`src/design/oct_pkg.sv`:
```
`default_nettype none

package oct_pkg;

   // quotient bits of one snorm16 coordinate magnitude (|q| <= 32767)
   localparam int SNORM_BITS = 15;
   localparam int HALF_BITS  = 16;
   // three front stages, SNORM_BITS-1 divider cells, one output stage
   localparam int PIPE_DEPTH = SNORM_BITS + 3;

   typedef struct packed {
      logic neg_x;
      logic neg_y;
   } side_type;

endpackage

`default_nettype wire

```
`src/design/oct_if.sv`:
```
`default_nettype none

interface oct_req_if #(parameter int COMPONENT_BITS = 16);
   logic                             valid;
   logic                             ready;
   logic signed [COMPONENT_BITS-1:0] dir_x;
   logic signed [COMPONENT_BITS-1:0] dir_y;
   logic signed [COMPONENT_BITS-1:0] dir_z;

   modport source (output valid, output dir_x, output dir_y, output dir_z, input ready);
   modport sink   (input valid, input dir_x, input dir_y, input dir_z, output ready);
endinterface

interface oct_rsp_if;
   logic        valid;
   logic        ready;
   logic [31:0] packed_normal;

   modport source (output valid, output packed_normal, input ready);
   modport sink   (input valid, input packed_normal, output ready);
endinterface

`default_nettype wire

```
`src/design/oct_prep.sv`:
```
`default_nettype none

module oct_prep #(
   parameter int COMPONENT_BITS = 16
) (
   input  logic                              clock,
   input  logic                              reset,
   oct_req_if.sink                           up,
   output logic                              dn_valid,
   input  logic                              dn_ready,
   output logic [COMPONENT_BITS:0]           dn_rem_x,
   output logic [COMPONENT_BITS:0]           dn_rem_y,
   output logic [oct_pkg::SNORM_BITS-1:0]    dn_word_x,
   output logic [oct_pkg::SNORM_BITS-1:0]    dn_word_y,
   output logic [COMPONENT_BITS:0]           dn_div,
   output oct_pkg::side_type                 dn_side
);
   import oct_pkg::*;

   localparam int CB  = COMPONENT_BITS;
   localparam int L1W = COMPONENT_BITS + 1;
   localparam int NW  = L1W + SNORM_BITS;

   // stage 1: magnitudes and signs
   logic           s1_valid_ff, s1_valid_in, s1_ready;
   logic [CB-1:0]  s1_ax_ff, s1_ay_ff, s1_az_ff;
   logic [CB-1:0]  s1_ax_in, s1_ay_in, s1_az_in;
   logic           s1_fold_ff, s1_fold_in;
   side_type       s1_side_ff, s1_side_in;

   // stage 2: L1 norm and numerator magnitudes
   logic           s2_valid_ff, s2_valid_in, s2_ready;
   logic [L1W-1:0] s2_l1_ff, s2_mx_ff, s2_my_ff;
   logic [L1W-1:0] s2_l1_in, s2_mx_in, s2_my_in;
   side_type       s2_side_ff;

   // stage 3: dividends m * 32767, split into initial remainder and low bits
   logic                  s3_valid_ff, s3_valid_in, s3_ready;
   logic [NW-1:0]         s3_nx_in, s3_ny_in;
   logic [L1W-1:0]        s3_rem_x_ff, s3_rem_y_ff, s3_div_ff;
   logic [SNORM_BITS-1:0] s3_word_x_ff, s3_word_y_ff;
   side_type              s3_side_ff;

   logic [CB-1:0] ux, uy, uz;

   assign s3_ready = !s3_valid_ff || dn_ready;
   assign s2_ready = !s2_valid_ff || s3_ready;
   assign s1_ready = !s1_valid_ff || s2_ready;
   assign up.ready = s1_ready;

   always_comb begin
      ux = $unsigned(up.dir_x);
      uy = $unsigned(up.dir_y);
      uz = $unsigned(up.dir_z);
      s1_ax_in = ux[CB-1] ? ('0 - ux) : ux;
      s1_ay_in = uy[CB-1] ? ('0 - uy) : uy;
      s1_az_in = uz[CB-1] ? ('0 - uz) : uz;
      s1_fold_in = uz[CB-1];
      s1_side_in.neg_x = ux[CB-1];
      s1_side_in.neg_y = uy[CB-1];
      s1_valid_in = s1_ready ? up.valid : s1_valid_ff;
   end

   always_comb begin
      s2_l1_in = L1W'(s1_ax_ff) + L1W'(s1_ay_ff) + L1W'(s1_az_ff);
      // folded: L1 - |y| is |x| + |z|, and L1 - |x| is |y| + |z|
      s2_mx_in = s1_fold_ff ? (L1W'(s1_ax_ff) + L1W'(s1_az_ff)) : L1W'(s1_ax_ff);
      s2_my_in = s1_fold_ff ? (L1W'(s1_ay_ff) + L1W'(s1_az_ff)) : L1W'(s1_ay_ff);
      s2_valid_in = s2_ready ? s1_valid_ff : s2_valid_ff;
   end

   always_comb begin
      s3_nx_in = {s2_mx_ff, {SNORM_BITS{1'b0}}} - NW'(s2_mx_ff);
      s3_ny_in = {s2_my_ff, {SNORM_BITS{1'b0}}} - NW'(s2_my_ff);
      s3_valid_in = s3_ready ? s2_valid_ff : s3_valid_ff;
   end

   always_ff @(posedge clock) begin
      if (reset) begin
         s1_valid_ff <= 1'b0;
         s2_valid_ff <= 1'b0;
         s3_valid_ff <= 1'b0;
      end else begin
         s1_valid_ff <= s1_valid_in;
         s2_valid_ff <= s2_valid_in;
         s3_valid_ff <= s3_valid_in;
      end
   end

   always_ff @(posedge clock) begin
      if (s1_ready && up.valid) begin
         s1_ax_ff   <= s1_ax_in;
         s1_ay_ff   <= s1_ay_in;
         s1_az_ff   <= s1_az_in;
         s1_fold_ff <= s1_fold_in;
         s1_side_ff <= s1_side_in;
      end
      if (s2_ready && s1_valid_ff) begin
         s2_l1_ff   <= s2_l1_in;
         s2_mx_ff   <= s2_mx_in;
         s2_my_ff   <= s2_my_in;
         s2_side_ff <= s1_side_ff;
      end
      if (s3_ready && s2_valid_ff) begin
         s3_rem_x_ff  <= s3_nx_in[NW-1:SNORM_BITS];
         s3_rem_y_ff  <= s3_ny_in[NW-1:SNORM_BITS];
         s3_word_x_ff <= s3_nx_in[SNORM_BITS-1:0];
         s3_word_y_ff <= s3_ny_in[SNORM_BITS-1:0];
         s3_div_ff    <= s2_l1_ff;
         s3_side_ff   <= s2_side_ff;
      end
   end

   assign dn_valid  = s3_valid_ff;
   assign dn_rem_x  = s3_rem_x_ff;
   assign dn_rem_y  = s3_rem_y_ff;
   assign dn_word_x = s3_word_x_ff;
   assign dn_word_y = s3_word_y_ff;
   assign dn_div    = s3_div_ff;
   assign dn_side   = s3_side_ff;

endmodule

`default_nettype wire

```
`src/design/oct_div_cell.sv`:
```
`default_nettype none

module oct_div_cell #(
   parameter int COMPONENT_BITS = 16
) (
   input  logic                              clock,
   input  logic                              reset,
   input  logic                              up_valid,
   output logic                              up_ready,
   input  logic [COMPONENT_BITS:0]           up_rem_x,
   input  logic [COMPONENT_BITS:0]           up_rem_y,
   input  logic [oct_pkg::SNORM_BITS-1:0]    up_word_x,
   input  logic [oct_pkg::SNORM_BITS-1:0]    up_word_y,
   input  logic [COMPONENT_BITS:0]           up_div,
   input  oct_pkg::side_type                 up_side,
   output logic                              dn_valid,
   input  logic                              dn_ready,
   output logic [COMPONENT_BITS:0]           dn_rem_x,
   output logic [COMPONENT_BITS:0]           dn_rem_y,
   output logic [oct_pkg::SNORM_BITS-1:0]    dn_word_x,
   output logic [oct_pkg::SNORM_BITS-1:0]    dn_word_y,
   output logic [COMPONENT_BITS:0]           dn_div,
   output oct_pkg::side_type                 dn_side
);
   import oct_pkg::*;

   localparam int L1W = COMPONENT_BITS + 1;

   logic                  valid_ff, valid_in;
   logic [L1W-1:0]        rem_x_ff, rem_y_ff, div_ff;
   logic [L1W-1:0]        rem_x_in, rem_y_in;
   logic [SNORM_BITS-1:0] word_x_ff, word_y_ff, word_x_in, word_y_in;
   side_type              side_ff;
   logic [L1W:0]          trial_x, trial_y, dvs;
   logic                  ge_x, ge_y;

   assign up_ready = !valid_ff || dn_ready;

   // One restoring step per coordinate: bring in the next dividend bit, subtract if it fits,
   // and shift the quotient bit in where the dividend bit left.
   always_comb begin
      dvs     = {1'b0, up_div};
      trial_x = {up_rem_x, up_word_x[SNORM_BITS-1]};
      trial_y = {up_rem_y, up_word_y[SNORM_BITS-1]};
      ge_x    = trial_x >= dvs;
      ge_y    = trial_y >= dvs;
      rem_x_in  = ge_x ? L1W'(trial_x - dvs) : trial_x[L1W-1:0];
      rem_y_in  = ge_y ? L1W'(trial_y - dvs) : trial_y[L1W-1:0];
      word_x_in = {up_word_x[SNORM_BITS-2:0], ge_x};
      word_y_in = {up_word_y[SNORM_BITS-2:0], ge_y};
      valid_in  = up_ready ? up_valid : valid_ff;
   end

   always_ff @(posedge clock) begin
      if (reset) begin
         valid_ff <= 1'b0;
      end else begin
         valid_ff <= valid_in;
      end
   end

   always_ff @(posedge clock) begin
      if (up_ready && up_valid) begin
         rem_x_ff  <= rem_x_in;
         rem_y_ff  <= rem_y_in;
         word_x_ff <= word_x_in;
         word_y_ff <= word_y_in;
         div_ff    <= up_div;
         side_ff   <= up_side;
      end
   end

   assign dn_valid  = valid_ff;
   assign dn_rem_x  = rem_x_ff;
   assign dn_rem_y  = rem_y_ff;
   assign dn_word_x = word_x_ff;
   assign dn_word_y = word_y_ff;
   assign dn_div    = div_ff;
   assign dn_side   = side_ff;

endmodule

`default_nettype wire

```
`src/design/oct_final.sv`:
```
`default_nettype none

module oct_final #(
   parameter int COMPONENT_BITS = 16
) (
   input  logic                              clock,
   input  logic                              reset,
   input  logic                              up_valid,
   output logic                              up_ready,
   input  logic [COMPONENT_BITS:0]           up_rem_x,
   input  logic [COMPONENT_BITS:0]           up_rem_y,
   input  logic [oct_pkg::SNORM_BITS-1:0]    up_word_x,
   input  logic [oct_pkg::SNORM_BITS-1:0]    up_word_y,
   input  logic [COMPONENT_BITS:0]           up_div,
   input  oct_pkg::side_type                 up_side,
   oct_rsp_if.source                         dn
);
   import oct_pkg::*;

   localparam int L1W = COMPONENT_BITS + 1;

   logic                  valid_ff, valid_in;
   logic [31:0]           data_ff, data_in;
   logic [L1W:0]          trial_x, trial_y, dvs;
   logic [SNORM_BITS-1:0] q_x, q_y;
   logic [HALF_BITS-1:0]  mag_x, mag_y, coord_x, coord_y;
   logic                  zero_norm;

   assign up_ready = !valid_ff || dn.ready;

   // last quotient bit, then sign and pack; a zero norm gives a zero result
   always_comb begin
      dvs       = {1'b0, up_div};
      trial_x   = {up_rem_x, up_word_x[SNORM_BITS-1]};
      trial_y   = {up_rem_y, up_word_y[SNORM_BITS-1]};
      q_x       = {up_word_x[SNORM_BITS-2:0], trial_x >= dvs};
      q_y       = {up_word_y[SNORM_BITS-2:0], trial_y >= dvs};
      mag_x     = HALF_BITS'(q_x);
      mag_y     = HALF_BITS'(q_y);
      zero_norm = up_div == '0;
      coord_x   = up_side.neg_x ? ('0 - mag_x) : mag_x;
      coord_y   = up_side.neg_y ? ('0 - mag_y) : mag_y;
      data_in   = zero_norm ? '0 : {coord_y, coord_x};
      valid_in  = up_ready ? up_valid : valid_ff;
   end

   always_ff @(posedge clock) begin
      if (reset) begin
         valid_ff <= 1'b0;
      end else begin
         valid_ff <= valid_in;
      end
   end

   always_ff @(posedge clock) begin
      if (up_ready && up_valid) begin
         data_ff <= data_in;
      end
   end

   assign dn.valid         = valid_ff;
   assign dn.packed_normal = data_ff;

endmodule

`default_nettype wire

```
`src/design/octahedral_normal_encoder.sv`:
```
// Channel   Dir  Payload                                Transaction when
// req_chan  in   dir_x, dir_y, dir_z (COMPONENT_BITS)   valid && ready
// rsp_chan  out  packed_normal[31:0] (y high, x low)    valid && ready
//
// One transaction per cycle sustained while the response side is ready.
// The divider resolves 15 quotient bits, one restoring step per cell and the last
// in the output stage, behind three front stages (magnitude, L1 norm, dividend).
// Reset (synchronous, active high) clears only the stage valid bits.
// Every stage holds when it is full and its neighbor stalls; empty stages
// keep filling, so a stalled result does not block new requests until the chain is full.
`default_nettype none

module octahedral_normal_encoder #(
   parameter int COMPONENT_BITS = 16
) (
   input  logic      clock,
   input  logic      reset,
   oct_req_if.sink   req_chan,
   oct_rsp_if.source rsp_chan
);
   import oct_pkg::*;

   localparam int L1_BITS = COMPONENT_BITS + 1;

   // link i feeds divider cell i; the last link feeds the output stage
   logic                  link_valid  [SNORM_BITS];
   logic                  link_ready  [SNORM_BITS];
   logic [L1_BITS-1:0]    link_rem_x  [SNORM_BITS];
   logic [L1_BITS-1:0]    link_rem_y  [SNORM_BITS];
   logic [SNORM_BITS-1:0] link_word_x [SNORM_BITS];
   logic [SNORM_BITS-1:0] link_word_y [SNORM_BITS];
   logic [L1_BITS-1:0]    link_div    [SNORM_BITS];
   side_type              link_side   [SNORM_BITS];

   // front stages: magnitudes, fold, L1 norm, dividends
   oct_prep #(.COMPONENT_BITS(COMPONENT_BITS)) u_prep (
      .clock     (clock),
      .reset     (reset),
      .up        (req_chan),
      .dn_valid  (link_valid[0]),
      .dn_ready  (link_ready[0]),
      .dn_rem_x  (link_rem_x[0]),
      .dn_rem_y  (link_rem_y[0]),
      .dn_word_x (link_word_x[0]),
      .dn_word_y (link_word_y[0]),
      .dn_div    (link_div[0]),
      .dn_side   (link_side[0])
   );

   // divider chain: each cell resolves one quotient bit of both coordinates
   for (genvar i = 0; i < SNORM_BITS - 1; i++) begin : g_cell
      oct_div_cell #(.COMPONENT_BITS(COMPONENT_BITS)) u_cell (
         .clock     (clock),
         .reset     (reset),
         .up_valid  (link_valid[i]),
         .up_ready  (link_ready[i]),
         .up_rem_x  (link_rem_x[i]),
         .up_rem_y  (link_rem_y[i]),
         .up_word_x (link_word_x[i]),
         .up_word_y (link_word_y[i]),
         .up_div    (link_div[i]),
         .up_side   (link_side[i]),
         .dn_valid  (link_valid[i+1]),
         .dn_ready  (link_ready[i+1]),
         .dn_rem_x  (link_rem_x[i+1]),
         .dn_rem_y  (link_rem_y[i+1]),
         .dn_word_x (link_word_x[i+1]),
         .dn_word_y (link_word_y[i+1]),
         .dn_div    (link_div[i+1]),
         .dn_side   (link_side[i+1])
      );
   end

   // final bit, sign, zero-norm override, output register
   oct_final #(.COMPONENT_BITS(COMPONENT_BITS)) u_final (
      .clock     (clock),
      .reset     (reset),
      .up_valid  (link_valid[SNORM_BITS-1]),
      .up_ready  (link_ready[SNORM_BITS-1]),
      .up_rem_x  (link_rem_x[SNORM_BITS-1]),
      .up_rem_y  (link_rem_y[SNORM_BITS-1]),
      .up_word_x (link_word_x[SNORM_BITS-1]),
      .up_word_y (link_word_y[SNORM_BITS-1]),
      .up_div    (link_div[SNORM_BITS-1]),
      .up_side   (link_side[SNORM_BITS-1]),
      .dn        (rsp_chan)
   );

endmodule

`default_nettype wire

```
`src/flat_wrapper.sv`:
```
// flat-port wrapper written by rule: the top's interface ports become plain ports
module octahedral_normal_encoder_flat import oct_pkg::*;
#(
   parameter int COMPONENT_BITS = 16
)
  (clock, reset, req_chan_valid, req_chan_dir_x, req_chan_dir_y, req_chan_dir_z, req_chan_ready, rsp_chan_valid, rsp_chan_packed_normal, rsp_chan_ready);
  oct_req_if #(.COMPONENT_BITS(COMPONENT_BITS)) req_chan_i ();
  oct_rsp_if rsp_chan_i ();
  input  logic clock;
  input  logic reset;
  input wire logic [$bits(req_chan_i.valid)-1:0] req_chan_valid;
  input wire logic [$bits(req_chan_i.dir_x)-1:0] req_chan_dir_x;
  input wire logic [$bits(req_chan_i.dir_y)-1:0] req_chan_dir_y;
  input wire logic [$bits(req_chan_i.dir_z)-1:0] req_chan_dir_z;
  output wire logic [$bits(req_chan_i.ready)-1:0] req_chan_ready;
  output wire logic [$bits(rsp_chan_i.valid)-1:0] rsp_chan_valid;
  output wire logic [$bits(rsp_chan_i.packed_normal)-1:0] rsp_chan_packed_normal;
  input wire logic [$bits(rsp_chan_i.ready)-1:0] rsp_chan_ready;
  assign req_chan_i.valid = req_chan_valid;
  assign req_chan_i.dir_x = req_chan_dir_x;
  assign req_chan_i.dir_y = req_chan_dir_y;
  assign req_chan_i.dir_z = req_chan_dir_z;
  assign req_chan_ready = req_chan_i.ready;
  assign rsp_chan_valid = rsp_chan_i.valid;
  assign rsp_chan_packed_normal = rsp_chan_i.packed_normal;
  assign rsp_chan_i.ready = rsp_chan_ready;
  octahedral_normal_encoder #(.COMPONENT_BITS(COMPONENT_BITS)) u_core (.clock(clock), .reset(reset), .req_chan(req_chan_i), .rsp_chan(rsp_chan_i));
endmodule
```
`config.mk`:
```
export PLATFORM = sky130hd
export DESIGN_NAME = octahedral_normal_encoder_flat
export DESIGN_NICKNAME = d
export VERILOG_FILES = /design/src/design/oct_pkg.sv /design/src/design/oct_if.sv /design/src/design/oct_prep.sv /design/src/design/oct_div_cell.sv /design/src/design/oct_final.sv /design/src/design/octahedral_normal_encoder.sv /design/src/flat_wrapper.sv
export SDC_FILE = /design/constraint.sdc
export NUM_CORES = 2
export LEC_CHECK = 0
export BUFFER_PORTS_ARGS = -buffer_cell sky130_fd_sc_hd__buf_2
export CORE_MARGIN = 10
export CORE_UTILIZATION = 25
export DETAILED_ROUTE_END_ITERATION = 8
export PLACE_DENSITY_LB_ADDON = 0.12
export SLEW_MARGIN = 25
export SYNTH_ARGS = -nofsm -noshare
export SYNTH_HDL_FRONTEND = slang
export SYNTH_SLANG_ARGS = --single-unit
export TNS_END_PERCENT = 50
```
`constraint.sdc`:
```
create_clock -name clock -period 10.1 [get_ports clock]
set_clock_uncertainty 0.1 [all_clocks]
set_input_delay 0.505 -clock clock [delete_from_list [all_inputs] [get_ports clock]]
set_output_delay 0.505 -clock clock [all_outputs]
set_load 0.02 [all_outputs]
```
==> results.toml <==
[sta]
finalHoldViolCount = 0
slew_headroom_pct = 33.49
setup_viol = 0
fmax_mhz = 220.8
rsz0062_at_grt = "false"
final.min_clock_period_ns = 4.529
finalSetupTns_ns = 0
min_period_over_period_pct = 44.84
slew_violations = 0
worstMarginPinSlew_ns = 0.9976

[detailed_routing]
vias = 46850
drt-initial-drc-count = 2701
route.antenna.remaining_nets = 0
routed_wl_um = 221200
routedWlPerCell_um = 21.18
avgViaCountPerCell = 4.486
drc = 0
first_pass_iters = 8

[placement]
dp.final_hpwl_um = 175600
gp_congestion = 0.8538
numPortBuffers = 85

[synth]
synth_seq_cells = 1399
syn_inst = 6052
synthArstFlopShare_pct = 0
seq_area_frac_synth_pct = 55.61
postSynthNetCount = 6719
yosysWarnings = 0
synth-edff-count = 1381
synth_ff_type = "edfxtp_1"
synth_area_per_cell_um2 = 12.43
syn_area_um2 = 75220
ys_types = 84

[clock_network]
cts.sink_count = 1399
ctsHtreeMaxLevel = 4
cts-resized-gates = 0
clockBufferDepth = 4
clock_latency_ns = 0.85
cts-root-buf = "clkbuf_16"
cts_hold_buf = 65
clkTransAtPathRegs_ns = 0.06
tritoncts = "built"
numCtsBuffers = 175
cts_setup_buffers = 0

[floorplanning]
rows = 201
die_area_um2 = 323200
start_util_pct = 25.09
die_h_um = 568.5
io_pins = 86
core_area_um2 = 299800
die_w_um = 568.5

[power]
internal_power_uw = 10570
swShare_pct = 22.84
leakage_uw = 0.03186
pwr-share-seq_pct = 48.2
powerDensity_nw_per_um2 = 157.3
clkPwrFrac_pct = 45.4
p_comb_share_pct = 6.4
switching_power_uw = 3127
peakVddDrop_mv = 0.1292

[outcome]
outcome = "finished, final reports clean"

[worst_setup_path]
cp-start-kind = "flop"
crit_fanout = 7
worstPathRequired_ns = 9.50
path_class = "reg -> out"
worstPathArrival_ns = 3.92
worst_setup_path_end_kind = "primary output"

[layout]
syn2layout_area_growth_pct = 15.76
regArea_um2 = 41830
nFillCells = 30540
multiInputGateArea_um2 = 31590
drive_above_1_share_pct = 11.44
nNetsFinal = 7013
utilization_pct = 29.05

[global_routing]
grt_max_degree = 76
grtUsageTotal_pct = 13.31
grt_pass1_wl_um = 326500
grt_pass1_vias = 48630
grt_overflow = 0
antenna_found_initial = 2

[worst_hold_path]
hold_class = "in -> reg"

[job]
cap_violations = 0
==> flip-flops by register name (all words and copies together), names as in the netlist, 28 cells and up <==
signal,cells
u_core.g_cell.u_cell.dn_word_x,210
u_core.g_cell.u_cell.dn_rem_y,238
u_core.g_cell.u_cell.dn_word_y,210
u_core.g_cell.u_cell.dn_side,28
u_core.u_final.dn.packed_normal,32
u_core.g_cell.u_cell.dn_rem_x,238
u_core.g_cell.u_cell.dn_div,238
==> worst max-delay path: stages (launching register included) <==
cell and delay [ns]:
dfxtp_1 0.31, nor2b_1 0.48, and3_1 0.43, and3_1 0.45, nand2_1 0.20, nor3_2 0.72, nand4_1 0.23, buf_2 0.23
==> routing by layer <==
layer  vias up  track usage [%]  part of all wire (%)
li1      23090                -                     -
met1     22850            15.35                    41
met2       611            25.37                    53
met3       295            1.591                   2.6
met4         0            4.271                   3.4
met5         -                0                     0
==> cells by family after synthesis <==
kind of cell	Yosys count	synth area share (%)
compound gates	1248	10.60
xor+xnor	520	6.055
fa+ha+maj	615	10.70
buf+inv	518	2.736
flops	1399	55.61
mux	340	5.195
simple gates	1412	9.102
==> cell usage in the layout, fill, tap and decap left out, drive strengths merged, types with 16 or more instances in the layout <==
master	count
edfxtp	1381
ha	568
inv	436
nor2	426
a21oi	368
xnor2	343
nand2	323
o21ai	300
mux2	295
clkbuf	208
xor2	177
buf	136
a21o	125
nor3	120
nor2b	106
o21a	88
nand3	79
nand2b	78
clkinv	72
dlygate4sd3	65
nand4	57
or3	55
a31oi	50
fa	47
mux2i	45
a21boi	44
nor4	41
a211oi	37
or2	33
and3	32
o31ai	31
bufinv	19
o31a	18
dfxtp	18
and2	18
o211ai	17
o21bai	17
o2111ai	16
o41ai	16
==> power by group through the flow <==
stage,logic (uW),registers (uW),clock network (uW)
6_report,882,6600,6210
2_1_floorplan,639,6630,0
3_5_place_dp,869,6730,0
5_1_grt,984,6600,6710
3_3_place_gp,866,6730,0
4_1_cts,898,6610,6450
==> Yosys cell counts, drive strengths merged, types with 43 or more instances <==
library cell / number / area [um2]
a31oi: 50 / 334.1
a21boi: 44 / 330.3
o21a: 88 / 660.6
xor2: 177 / 1550
edfxtp: 1381 / 41470
nand4: 57 / 356.6
mux2: 295 / 3457
a21oi: 368 / 1872
clkbuf: 43 / 161.4
a21o: 125 / 938.4
nand3: 79 / 395.4
nor2b: 106 / 663.1
inv: 434 / 1629
nor2: 426 / 1599
xnor2: 343 / 3004
ha: 568 / 7107
nor3: 120 / 600.6
o21ai: 300 / 1505
mux2i: 45 / 450.4
or3: 55 / 344.1
fa: 47 / 940.9
nand2b: 78 / 488.0
nand2: 323 / 1215
==> stage by stage <==
step           cells  hold slack, ns  power [uW]  setup slack [ns]  cell area, um2
2_1_floorplan   6052          0.3003        7267             1.974           75220
3_3_place_gp   10060          0.3007        7597             5.779           80770
3_5_place_dp   10060          0.3045        7598             5.764           80820
4_1_cts        10440         0.01226       13960             5.409           87040
5_1_grt        10440         0.04992       14290             5.136           87060
6_report       10440         0.08358       13690             5.571           87070
==> final cells by class <==
class | instances | area share, %
Sequential cell | 1399 | 48.04
Tap cell | 3958 | 5.688
Antenna cell | 5 | 0.01437
Inverter | 434 | 1.871
Clock inverter | 102 | 1.134
Timing Repair Buffer | 201 | 1.703
Multi-Input combinational cell | 4135 | 36.28
Clock buffer | 208 | 5.269
==> worst paths after layout <==
check                                                      startpoint                               endpoint  slack, ns  depth (start not counted)
worst max-delay path                          u_core.u_final.dn.valid                         req_chan_ready       5.57                          7
worst min-delay path                               req_chan_dir_y[15]            u_core.u_prep.s1_side_ff[0]       0.08                          1
worst max register to register    u_core.g_cell[13].u_cell.dn_div[11]    u_core.u_final.dn.packed_normal[12]       5.86                         15
worst min register to register  u_core.g_cell[3].u_cell.dn_word_y[12]  u_core.g_cell[4].u_cell.dn_word_y[13]       0.27                          0
Note: power is estimated with default switching activity, not from simulation.
